<file path="config.mk">
export PLATFORM = sky130hd
export DESIGN_NAME = mac_allowlist_table
export DESIGN_NICKNAME = d
export VERILOG_FILES = /design/src/hdl/mat_pkg.sv /design/src/hdl/mat_cell.sv /design/src/hdl/mac_allowlist_table.sv
export SDC_FILE = /design/constraint.sdc
export NUM_CORES = 2
export LEC_CHECK = 0
export ABC_AREA = 1
export ABC_CLOCK_PERIOD_IN_PS = 106300
export BUFFER_PORTS_ARGS = -buffer_cell sky130_fd_sc_hd__buf_2
export CELL_PAD_IN_SITES_DETAIL_PLACEMENT = 1
export CELL_PAD_IN_SITES_GLOBAL_PLACEMENT = 2
export CORE_MARGIN = 2
export CORE_UTILIZATION = 46
export CTS_CLUSTER_SIZE = 24
export DETAILED_ROUTE_END_ITERATION = 7
export GPL_TIMING_DRIVEN = 1
export MAX_ROUTING_LAYER = met4
export PLACE_DENSITY_LB_ADDON = 0.1
export SYNTH_ARGS = -nofsm -noshare
export SYNTH_HDL_FRONTEND = slang
export SYNTH_SLANG_ARGS = --single-unit
</file>
<file path="constraint.sdc">
create_clock -name clock -period 106.3 [get_ports clock]
set_input_delay 5.315 -clock clock [delete_from_list [all_inputs] [get_ports clock]]
set_output_delay 5.315 -clock clock [all_outputs]
set_load 0.05 [all_outputs]
</file>
<file path="src/hdl/mat_pkg.sv">
// Shared types and constants for the MAC allowlist table.
package mat_pkg;

   localparam int PEER_SLOTS_DEF = 8;
   // Count field of CNT_W bits: counts up to 127 valid slots.
   localparam int CNT_W = 7;
   localparam int MAC_W = 48;
   localparam int DTYPE_W = 8;
   localparam int CSR_IDX_W = 2;

   // Request codes.
   localparam logic [2:0] REQ_ADD    = 3'd0;
   localparam logic [2:0] REQ_REMOVE = 3'd1;
   localparam logic [2:0] REQ_LOOKUP = 3'd2;
   localparam logic [2:0] REQ_FIRST  = 3'd3;
   localparam logic [2:0] REQ_CLEAR  = 3'd4;

   // Register indexes.
   localparam logic [CSR_IDX_W-1:0] CSR_PRESET_ENABLE = 2'd0;
   localparam logic [CSR_IDX_W-1:0] CSR_PRESET_MAC    = 2'd1;
   localparam logic [CSR_IDX_W-1:0] CSR_PRESET_TYPE   = 2'd2;

   typedef struct packed {
      logic [2:0]         req_type;
      logic [MAC_W-1:0]   mac;
      logic [DTYPE_W-1:0] peer_type;
   } req_word_type;

   typedef struct packed {
      logic               ok;
      logic [MAC_W-1:0]   result_mac;
      logic [DTYPE_W-1:0] result_type;
      logic [3:0]         peer_count;
   } rsp_word_type;

   // Operation carried by a token along the cell chain.
   typedef enum logic [2:0] {
      OP_ADD_SEARCH,
      OP_ADD_FILL,
      OP_REMOVE,
      OP_LOOKUP,
      OP_FIRST,
      OP_CLEAR,
      OP_NOP
   } pass_op_type;

   typedef struct packed {
      logic               live;
      pass_op_type        op;
      logic [MAC_W-1:0]   mac;
      logic [DTYPE_W-1:0] dev_type;
      logic               done;       // request already resolved upstream
      logic               ok;
      logic               free_seen;  // add search passed an empty slot
      logic [MAC_W-1:0]   rmac;
      logic [DTYPE_W-1:0] rtype;
      logic [CNT_W-1:0]   cnt;        // valid slots so far, after update
   } token_type;

endpackage

</file>
<file path="src/hdl/mat_cell.sv">
// One table slot: holds an entry and forwards the request token to the next slot.
module mat_cell (
   input  logic               clock,
   input  logic               reset,
   input  mat_pkg::token_type tok_in,
   output mat_pkg::token_type tok_out
);
   import mat_pkg::*;

   logic               valid_ff, valid_in;
   logic [MAC_W-1:0]   mac_ff, mac_in;
   logic [DTYPE_W-1:0] type_ff, type_in;
   token_type          tok_ff, tok_nx;

   logic mac_hit, type_hit;

   assign mac_hit  = valid_ff && (mac_ff == tok_in.mac);
   assign type_hit = valid_ff && (type_ff == tok_in.dev_type);

   always_comb begin
      valid_in = valid_ff;
      mac_in   = mac_ff;
      type_in  = type_ff;
      tok_nx   = tok_in;
      unique case (tok_in.op)
         OP_ADD_SEARCH: begin
            if (!tok_in.done && mac_hit) begin
               type_in     = tok_in.dev_type;
               tok_nx.done = 1'b1;
               tok_nx.ok   = 1'b1;
            end
            if (!valid_ff) begin
               tok_nx.free_seen = 1'b1;
            end
         end
         OP_ADD_FILL: begin
            if (!tok_in.done && !valid_ff) begin
               valid_in    = 1'b1;
               mac_in      = tok_in.mac;
               type_in     = tok_in.dev_type;
               tok_nx.done = 1'b1;
               tok_nx.ok   = 1'b1;
            end
         end
         OP_REMOVE: begin
            if (!tok_in.done && mac_hit) begin
               valid_in    = 1'b0;
               mac_in      = '0;
               type_in     = '0;
               tok_nx.done = 1'b1;
               tok_nx.ok   = 1'b1;
            end
         end
         OP_LOOKUP: begin
            if (!tok_in.done && mac_hit) begin
               tok_nx.done  = 1'b1;
               tok_nx.ok    = 1'b1;
               tok_nx.rtype = type_ff;
            end
         end
         OP_FIRST: begin
            if (!tok_in.done && type_hit) begin
               tok_nx.done = 1'b1;
               tok_nx.ok   = 1'b1;
               tok_nx.rmac = mac_ff;
            end
         end
         OP_CLEAR: begin
            valid_in = 1'b0;
            mac_in   = '0;
            type_in  = '0;
         end
         default: begin
         end
      endcase
      tok_nx.cnt = tok_in.cnt + CNT_W'(valid_in);
   end

   always_ff @(posedge clock) begin
      if (reset) begin
         valid_ff <= 1'b0;
      end else if (tok_in.live) begin
         valid_ff <= valid_in;
      end
   end

   always_ff @(posedge clock) begin
      if (tok_in.live) begin
         mac_ff  <= mac_in;
         type_ff <= type_in;
      end
   end

   always_ff @(posedge clock) begin
      if (reset) begin
         tok_ff.live <= 1'b0;
      end else begin
         tok_ff <= tok_nx;
      end
   end

   assign tok_out = tok_ff;

endmodule

</file>
<file path="src/hdl/mac_allowlist_table.sv">
// Top level of the MAC allowlist table: config registers, request launch and result staging.
//
// A table of PEER_SLOTS approved MAC addresses, each with a device type, built
// as a chain of slot cells. A request is launched as a token that walks the
// chain one cell per clock; each cell compares, updates its entry and adds its
// valid bit to the running peer count. The preset peer held in the csr
// registers is checked when the token is launched, so it takes priority over
// the slots for lookup and first-of-type. From acceptance a request passes
// the launch register, each slot cell, the hold register and then the output
// register; an add that has to fill a new slot walks the chain twice (once to
// look for an existing entry and a free slot, once to claim the lowest free
// slot). One request is in flight at a time; a finished word may wait in the
// output register while the next request runs. The user must write config
// only while idle; the block itself does not enforce it.
module mac_allowlist_table #(
   parameter int PEER_SLOTS = mat_pkg::PEER_SLOTS_DEF
) (
   input  logic                          clock,
   input  logic                          reset,
   // request channel
   input  logic                          req_valid,
   output logic                          req_stall,
   input  mat_pkg::req_word_type         req_word,
   // result channel
   output logic                          rsp_valid,
   input  logic                          rsp_stall,
   output mat_pkg::rsp_word_type         rsp_word,
   // config write port
   input  logic                          csr_wr_en,
   input  logic [mat_pkg::CSR_IDX_W-1:0] csr_index,
   input  logic [mat_pkg::MAC_W-1:0]     csr_wr_data
);
   import mat_pkg::*;

   // config registers
   logic               preset_enable_ff;
   logic [MAC_W-1:0]   preset_mac_ff;
   logic [DTYPE_W-1:0] preset_type_ff;
   logic               preset_active;

   always_ff @(posedge clock) begin
      if (reset) begin
         preset_enable_ff <= 1'b0;
         preset_mac_ff    <= '0;
         preset_type_ff   <= '0;
      end else if (csr_wr_en) begin
         unique case (csr_index)
            CSR_PRESET_ENABLE: preset_enable_ff <= csr_wr_data[0];
            CSR_PRESET_MAC:    preset_mac_ff    <= csr_wr_data;
            CSR_PRESET_TYPE:   preset_type_ff   <= csr_wr_data[DTYPE_W-1:0];
            default: begin
            end
         endcase
      end
   end

   // zero preset MAC means no preset
   assign preset_active = preset_enable_ff && (preset_mac_ff != '0);

   // token chain: tok[0] is the launch register, tok[PEER_SLOTS] the chain end
   token_type tok [0:PEER_SLOTS];
   token_type launch_ff, launch_in, req_tok;

   logic busy_ff, busy_in;
   logic hold_valid_ff, hold_valid_in;
   rsp_word_type hold_ff, hold_in;
   logic rsp_valid_ff, rsp_valid_in;
   rsp_word_type rsp_ff;

   logic accept, relaunch, finish, rsp_load;
   token_type tok_end;
   logic [CNT_W:0] cnt_sum;

   assign req_stall = busy_ff || hold_valid_ff;
   assign accept    = req_valid && !req_stall;

   assign tok_end  = tok[PEER_SLOTS];
   // add found no entry but passed a free slot: walk again and claim it
   assign relaunch = tok_end.live && (tok_end.op == OP_ADD_SEARCH) &&
                     !tok_end.done && tok_end.free_seen;
   assign finish   = tok_end.live && !relaunch;

   // build the launch token; preset checks happen here
   always_comb begin
      req_tok           = '0;
      req_tok.live      = 1'b1;
      req_tok.mac       = req_word.mac;
      req_tok.dev_type  = req_word.peer_type;
      req_tok.op        = OP_NOP;
      req_tok.done      = 1'b1;
      unique case (req_word.req_type)
         REQ_ADD: begin
            req_tok.op   = OP_ADD_SEARCH;
            req_tok.done = (req_word.mac == '0);
         end
         REQ_REMOVE: begin
            req_tok.op   = OP_REMOVE;
            req_tok.done = 1'b0;
         end
         REQ_LOOKUP: begin
            req_tok.op = OP_LOOKUP;
            if (req_word.mac == '0) begin
               req_tok.done = 1'b1;
            end else if (preset_active && (preset_mac_ff == req_word.mac)) begin
               req_tok.done  = 1'b1;
               req_tok.ok    = 1'b1;
               req_tok.rtype = preset_type_ff;
            end else begin
               req_tok.done = 1'b0;
            end
         end
         REQ_FIRST: begin
            req_tok.op = OP_FIRST;
            if (preset_active && (preset_type_ff == req_word.peer_type)) begin
               req_tok.done = 1'b1;
               req_tok.ok   = 1'b1;
               req_tok.rmac = preset_mac_ff;
            end else begin
               req_tok.done = 1'b0;
            end
         end
         REQ_CLEAR: begin
            req_tok.op   = OP_CLEAR;
            req_tok.ok   = 1'b1;
         end
         default: begin
         end
      endcase
   end

   always_comb begin
      launch_in = tok_end;
      priority if (accept) begin
         launch_in = req_tok;
      end else if (relaunch) begin
         launch_in.op        = OP_ADD_FILL;
         launch_in.done      = 1'b0;
         launch_in.ok        = 1'b0;
         launch_in.free_seen = 1'b0;
         launch_in.cnt       = '0;
      end else begin
         launch_in.live = 1'b0;
      end
   end

   always_ff @(posedge clock) begin
      if (reset) begin
         launch_ff.live <= 1'b0;
      end else begin
         launch_ff <= launch_in;
      end
   end

   assign tok[0] = launch_ff;

   genvar gi;
   generate
      for (gi = 0; gi < PEER_SLOTS; gi++) begin : g_cell
         mat_cell u_cell (
            .clock   (clock),
            .reset   (reset),
            .tok_in  (tok[gi]),
            .tok_out (tok[gi+1])
         );
      end
   endgenerate

   // final word from the chain end; count includes the preset, saturates at 15
   assign cnt_sum = {1'b0, tok_end.cnt} + (CNT_W+1)'(preset_active);

   always_comb begin
      hold_in.ok          = tok_end.ok;
      hold_in.result_mac  = tok_end.rmac;
      hold_in.result_type = tok_end.rtype;
      hold_in.peer_count  = (cnt_sum > (CNT_W+1)'(15)) ? 4'hF : cnt_sum[3:0];
   end

   assign rsp_load = hold_valid_ff && (!rsp_valid_ff || !rsp_stall);

   always_comb begin
      busy_in = busy_ff;
      if (accept) begin
         busy_in = 1'b1;
      end else if (finish) begin
         busy_in = 1'b0;
      end
      // hold is always empty when the chain finishes
      hold_valid_in = finish || (hold_valid_ff && !rsp_load);
      rsp_valid_in  = rsp_load || (rsp_valid_ff && rsp_stall);
   end

   always_ff @(posedge clock) begin
      if (reset) begin
         busy_ff       <= 1'b0;
         hold_valid_ff <= 1'b0;
         rsp_valid_ff  <= 1'b0;
      end else begin
         busy_ff       <= busy_in;
         hold_valid_ff <= hold_valid_in;
         rsp_valid_ff  <= rsp_valid_in;
      end
   end

   always_ff @(posedge clock) begin
      if (finish) begin
         hold_ff <= hold_in;
      end
      if (rsp_load) begin
         rsp_ff <= hold_ff;
      end
   end

   assign rsp_valid = rsp_valid_ff;
   assign rsp_word  = rsp_ff;

endmodule
</file>
== Word level (Yosys, flattened, before mapping) ==
Cells that the tools add are included.
W data, S select, Z words.
Word-level totals
  memories: 0
  RAM bits: 0
  ROM bits: 0
  output and inout port bits: 63
  latch bits: 0
  register bits after elaboration: 1772
Operators by class
  shifts and indexed selects: 0
  $mul: 0
  equal/unequal tests: 88
  bitwise gates (word level): 0
  div/mod/pow operators: 0
  add/subtract/negate cells: 9
  order comparisons: 1
  multiplexer cells: 181
  reduce and logical (&&, ||, !) cells: 135
Operator list (count)
  $mux W48: 34
  $pmux W48 S3: 8
  $eq A48 B48 Y1: 9
  $mux W8: 43
  $pmux W8 S4: 8
  $mux W56: 2
  $eq A8 B8 Y1: 9
  $add A7 B1 Y7: 8
  $eq A3 B2 Y1 const B: 18
  $eq A3 B3 Y1 const B: 17
  $logic_and A1 B1 Y1: 51
  $logic_not A48 Y1: 1
  $mux W2: 24
  $ne A2 B1 Y1 const B: 24
  $pmux W2 S3: 8
  $reduce_bool A48 Y1: 1
  $reduce_and A5 Y1: 8
  $mux W1: 39
  $reduce_and A4 Y1: 8
  $reduce_bool A4 Y1: 8
  $logic_not A3 Y1: 10
  $eq A3 B1 Y1 const B: 9
  $pmux W1 S3: 9
  $reduce_bool A3 Y1: 8
  other kinds (15): 50

== Logic depth before layout (Yosys ltp) ==
  depth after elaboration: 8
  gate-level depth with buffers: 19

== Hierarchy ==
A second synthesis with hierarchy kept.
Unflattened totals
  cell total of the unflattened synthesis: 7579
  area total of the unflattened synthesis: 79887.9 um^2
By module, submodules not included
  mat_cell at g_cell[0].u_cell ...: area an instance 8494.4 um^2, instances 4, sequential area each 5475.3 um^2, cells an instance 806
  mat_cell at g_cell[4].u_cell ...: area an instance 8321.7 um^2, instances 4, sequential area each 5475.3 um^2, cells an instance 797
  mac_allowlist_table: area an instance 12623.4 um^2, instances 1, sequential area each 8638.3 um^2, cells an instance 1167

== Least setup slack after synthesis ==
No wires, ideal clock.
  path kind: input port to flip-flop
  from: input port reset
  to: register preset_mac_ff[11]
  buffers on the path: 1
  arrival: 38816 ps
  path slack: 67315 ps
  required time: 106130 ps
  cell stages on the path: 4
  cell sequence: clkinv_1 clkbuf_1 o21ai_0 nor2_1
RTL lines
  start, declared: RTL line mac_allowlist_table.sv:19  | input logic reset,
  end signal, assigned: RTL line mac_allowlist_table.sv:49  | CSR_PRESET_MAC: preset_mac_ff <= csr_wr_data;
  end, declared: RTL line mac_allowlist_table.sv:37  | logic [MAC_W-1:0] preset_mac_ff;

== Worst setup path in the final report ==
  from: input port reset
  to: register g_cell[0].u_cell.tok_ff, in the netlist g_cell[0].u_cell.tok_out[85], enable pin
RTL lines
  end signal, assigned: RTL line mat_cell.sv:98  | tok_ff <= tok_nx;
  end, declared: RTL line mat_cell.sv:13  | token_type tok_ff, tok_nx;
No word-level cell between the ends.

==> results.json <==
{
  "outcome": "finished, final reports clean",
  "max-vdd-ir-drop_v": 0.00001975,
  "max_cap_violations": 0,
  "dr_total_vias": 51932,
  "worstSetupEndpointType": "flip-flop",
  "fp.dieH_um": 409.2,
  "fin_skew_ps": 34.49,
  "crit_arrival_ps": 11260,
  "synth_sequential_area_ratio": 0.6945,
  "synth_edf_count": 1695,
  "synthesis.instances": 6934,
  "cts_tree": "built",
  "start_kind": "input port",
  "required_time_at_the_worst_slack_endpoint_ps": 106750,
  "min_period_over_period": 0.1017,
  "fmax_mhz": 92.52,
  "grt_max_degree": 203,
  "post_drt_via_cell_ratio": 5.460,
  "hold_viol_final": 0,
  "fp.dieArea_um2": 167400,
  "via_count_of_the_first_global_routing_pass": 52072,
  "dieWidth_um": 409.2,
  "clkLatencyLatePin_ps": 840,
  "total_negative_slack_ps": 0,
  "drt_pass1_iterations": 5,
  "cts.sinks": 1772,
  "mostFrequentLayoutCells": "sky130_fd_sc_hd__edfxtp_1, sky130_fd_sc_hd__nand2_1, sky130_fd_sc_hd__inv_1",
  "lkg_pwr_nw": 34.67,
  "post_synth.cell_area_avg_um2": 10.89,
  "synth.ff_latch_count": 1772,
  "grt_use_total": 0.3277,
  "grt_first_pass_wirelength_um": 375900,
  "crit_path_max_incr_delay_ps": 970,
  "synthDistinctLibCells": 50,
  "rsz0062_at_grt": "false",
  "initial_core_util": 0.4634,
  "critical-path-top-cell-by-count": "sky130_fd_sc_hd__buf_4",
  "nets": 7304,
  "wire_per_inst_um": 28.17,
  "number_of_buffer_cells_added_on_primary_ports": 176,
  "wirelength_um": 268000,
  "hp-class": "reg2reg",
  "cts_max_level": 4,
  "post_route_cells_drive_above_1_share": 0.08277,
  "finalWeightedCongestion": 0.9946,
  "crit_path_max_delay_cell_type": "sky130_fd_sc_hd__buf_4",
  "postSynthNetCount": 7066,
  "timing.final.setup_violations": 0,
  "synth.yosys.warnings": 0,
  "synth-async-reset-ratio": 0,
  "clock_period_minus_worst_slack_ps": 10810,
  "cts_buffers": 189,
  "route.detailed.drc": 0,
  "cts.clk_slew.worst_paths_ps": 70,
  "total_power_density_per_cell_area_nw_per_um2": 18.95,
  "layout_commonest_cell": "sky130_fd_sc_hd__edfxtp_1",
  "dp_hpwl_um": 204100,
  "synthesis.area_um2": 75510,
  "grt_antenna_before_repair": 12,
  "floorplan.rows": 148,
  "postCtsSetupBuffers": 0,
  "dominantRegCellSynth": "sky130_fd_sc_hd__edfxtp_1",
  "worst_slew_pin_slew_ps": 1220,
  "path_class": "in2reg",
  "globalRouteOverflowTotal": 0,
  "core_region_area_um2": 163000,
  "place_ws_ps": 94640,
  "timing.slew.headroom": 0.1870,
  "antenna_violating_nets_post_route": 0,
  "final_critical_path_setup_slack_ps": 95490,
  "crit_fanout": 202,
  "drv_slew": 0,
  "drt-initial-drc-count": 5846,
  "cts_root_buf": "sky130_fd_sc_hd__clkbuf_16",
  "final_util": 0.5236,
  "cts_max_path_buffers": 3,
  "areaGrowthSynthToFinish_pct": 12.99,
  "worstPathCellList": "buf_2 > inv_8 > buf_12 > buf_4 > buf_4 > buf_4 > buf_4",
  "io_pins": 177,
  "cts_hold_buffers": 0,
  "cts-resized-gates": 0
}
-- metrics by stage --
step           instances  hold WS, ps  power (mW)  area [um2]
3_3_place_gp        9156        401.6      0.9413       78960
4_1_cts             9509        417.3       1.626       85320
2_1_floorplan       6934        400.3      0.9114       75510
3_5_place_dp        9156        405.6      0.9444       78960
5_1_grt             9510        426.3       1.661       85320
6_report            9511        415.5       1.617       85320
-- per-layer routing --
metal	up-vias	wire, um	share of wire	track usage
met5	-	0	0	-
met4	0	8940	0.033	0.1011
met3	372	18050	0.067	0.05080
met2	1758	132300	0.49	0.5376
met1	26265	108600	0.41	0.4202
li1	23537	-	-	-
-- cells by family after synthesis --
| family | synth area share |
|---|---|
| AO/OA/AOI/OAI | 0.05567 |
| adder cells (fa/ha/maj) | 0.002983 |
| AND/OR/NAND/NOR | 0.1560 |
| multiplexers | 0.006562 |
| flip-flops | 0.6945 |
| XOR/XNOR | 0.02401 |
| buffers and inverters | 0.06033 |
-- critical path, delay by kind of cell --
kind	cells	cell delay (ps)
buf+inv	7	5460
-- final timing paths --
check / from / end / slack (ps) / depth (start not counted)
min: hold_ff[38] / rsp_word[38] / 420 / 0
max reg2reg: g_cell[7].u_cell.valid_ff / g_cell[7].u_cell.tok_out[25] / 102110 / 7
max: reset / g_cell[0].u_cell.tok_out[85] / 95490 / 7
min reg2reg: hold_ff[38] / rsp_word[38] / 420 / 0
-- sequential cells by signal (all words and copies together), names as in the netlist --
register,flops
g_cell.u_cell.tok_out,1008
g_cell.u_cell.mac_ff,384
launch_ff,126
g_cell.u_cell.type_ff,64
hold_ff,61
rsp_word,61
preset_mac_ff,48
g_cell.u_cell.valid_ff,8
preset_type_ff,8
busy_ff,1
hold_valid_ff,1
preset_enable_ff,1
rsp_valid,1
-- layout make-up --
class,count,area [um2]
diodes,2,5.005
clock buffers,239,5072
clock inverters,114,1291
fillers,17449,77630
inverters,1011,3802
multi-input cells,3972,18710
flip-flops and latches,1772,52440
well taps,2175,2721
repair buffers,226,1281
-- power breakdown --
part	internal (mW)	switching [mW]	leakage (nW)
clock network	0.399	0.286	3.10
registers	0.803	0.0370	16.9
logic	0.0255	0.0656	14.7
-- cells in the mapped netlist, types with 9 or more instances --
library cell	number	share of area
sky130_fd_sc_hd__xnor2_1	123	0.014
sky130_fd_sc_hd__o21bai_1	9	0.00089
sky130_fd_sc_hd__clkbuf_1	138	0.0069
sky130_fd_sc_hd__nor3b_1	12	0.0012
sky130_fd_sc_hd__ha_1	18	0.0030
sky130_fd_sc_hd__nor2_1	1002	0.050
sky130_fd_sc_hd__nor4_1	14	0.0012
sky130_fd_sc_hd__edfxtp_1	1695	0.67
sky130_fd_sc_hd__o22ai_1	15	0.0012
sky130_fd_sc_hd__nor3_1	51	0.0034
sky130_fd_sc_hd__inv_1	1006	0.050
sky130_fd_sc_hd__nand3b_1	12	0.0012
sky130_fd_sc_hd__o21a_1	49	0.0049
sky130_fd_sc_hd__xor2_1	84	0.0097
sky130_fd_sc_hd__mux2_2	44	0.0066
sky130_fd_sc_hd__buf_2	29	0.0019
sky130_fd_sc_hd__nand2_1	1541	0.077
sky130_fd_sc_hd__o21ai_2	14	0.0016
sky130_fd_sc_hd__nand3_1	117	0.0078
sky130_fd_sc_hd__nand4_1	155	0.013
sky130_fd_sc_hd__dfxtp_1	77	0.020
sky130_fd_sc_hd__o21ai_0	577	0.038
sky130_fd_sc_hd__a21oi_1	76	0.0050
(Power assumes the default switching activity.)
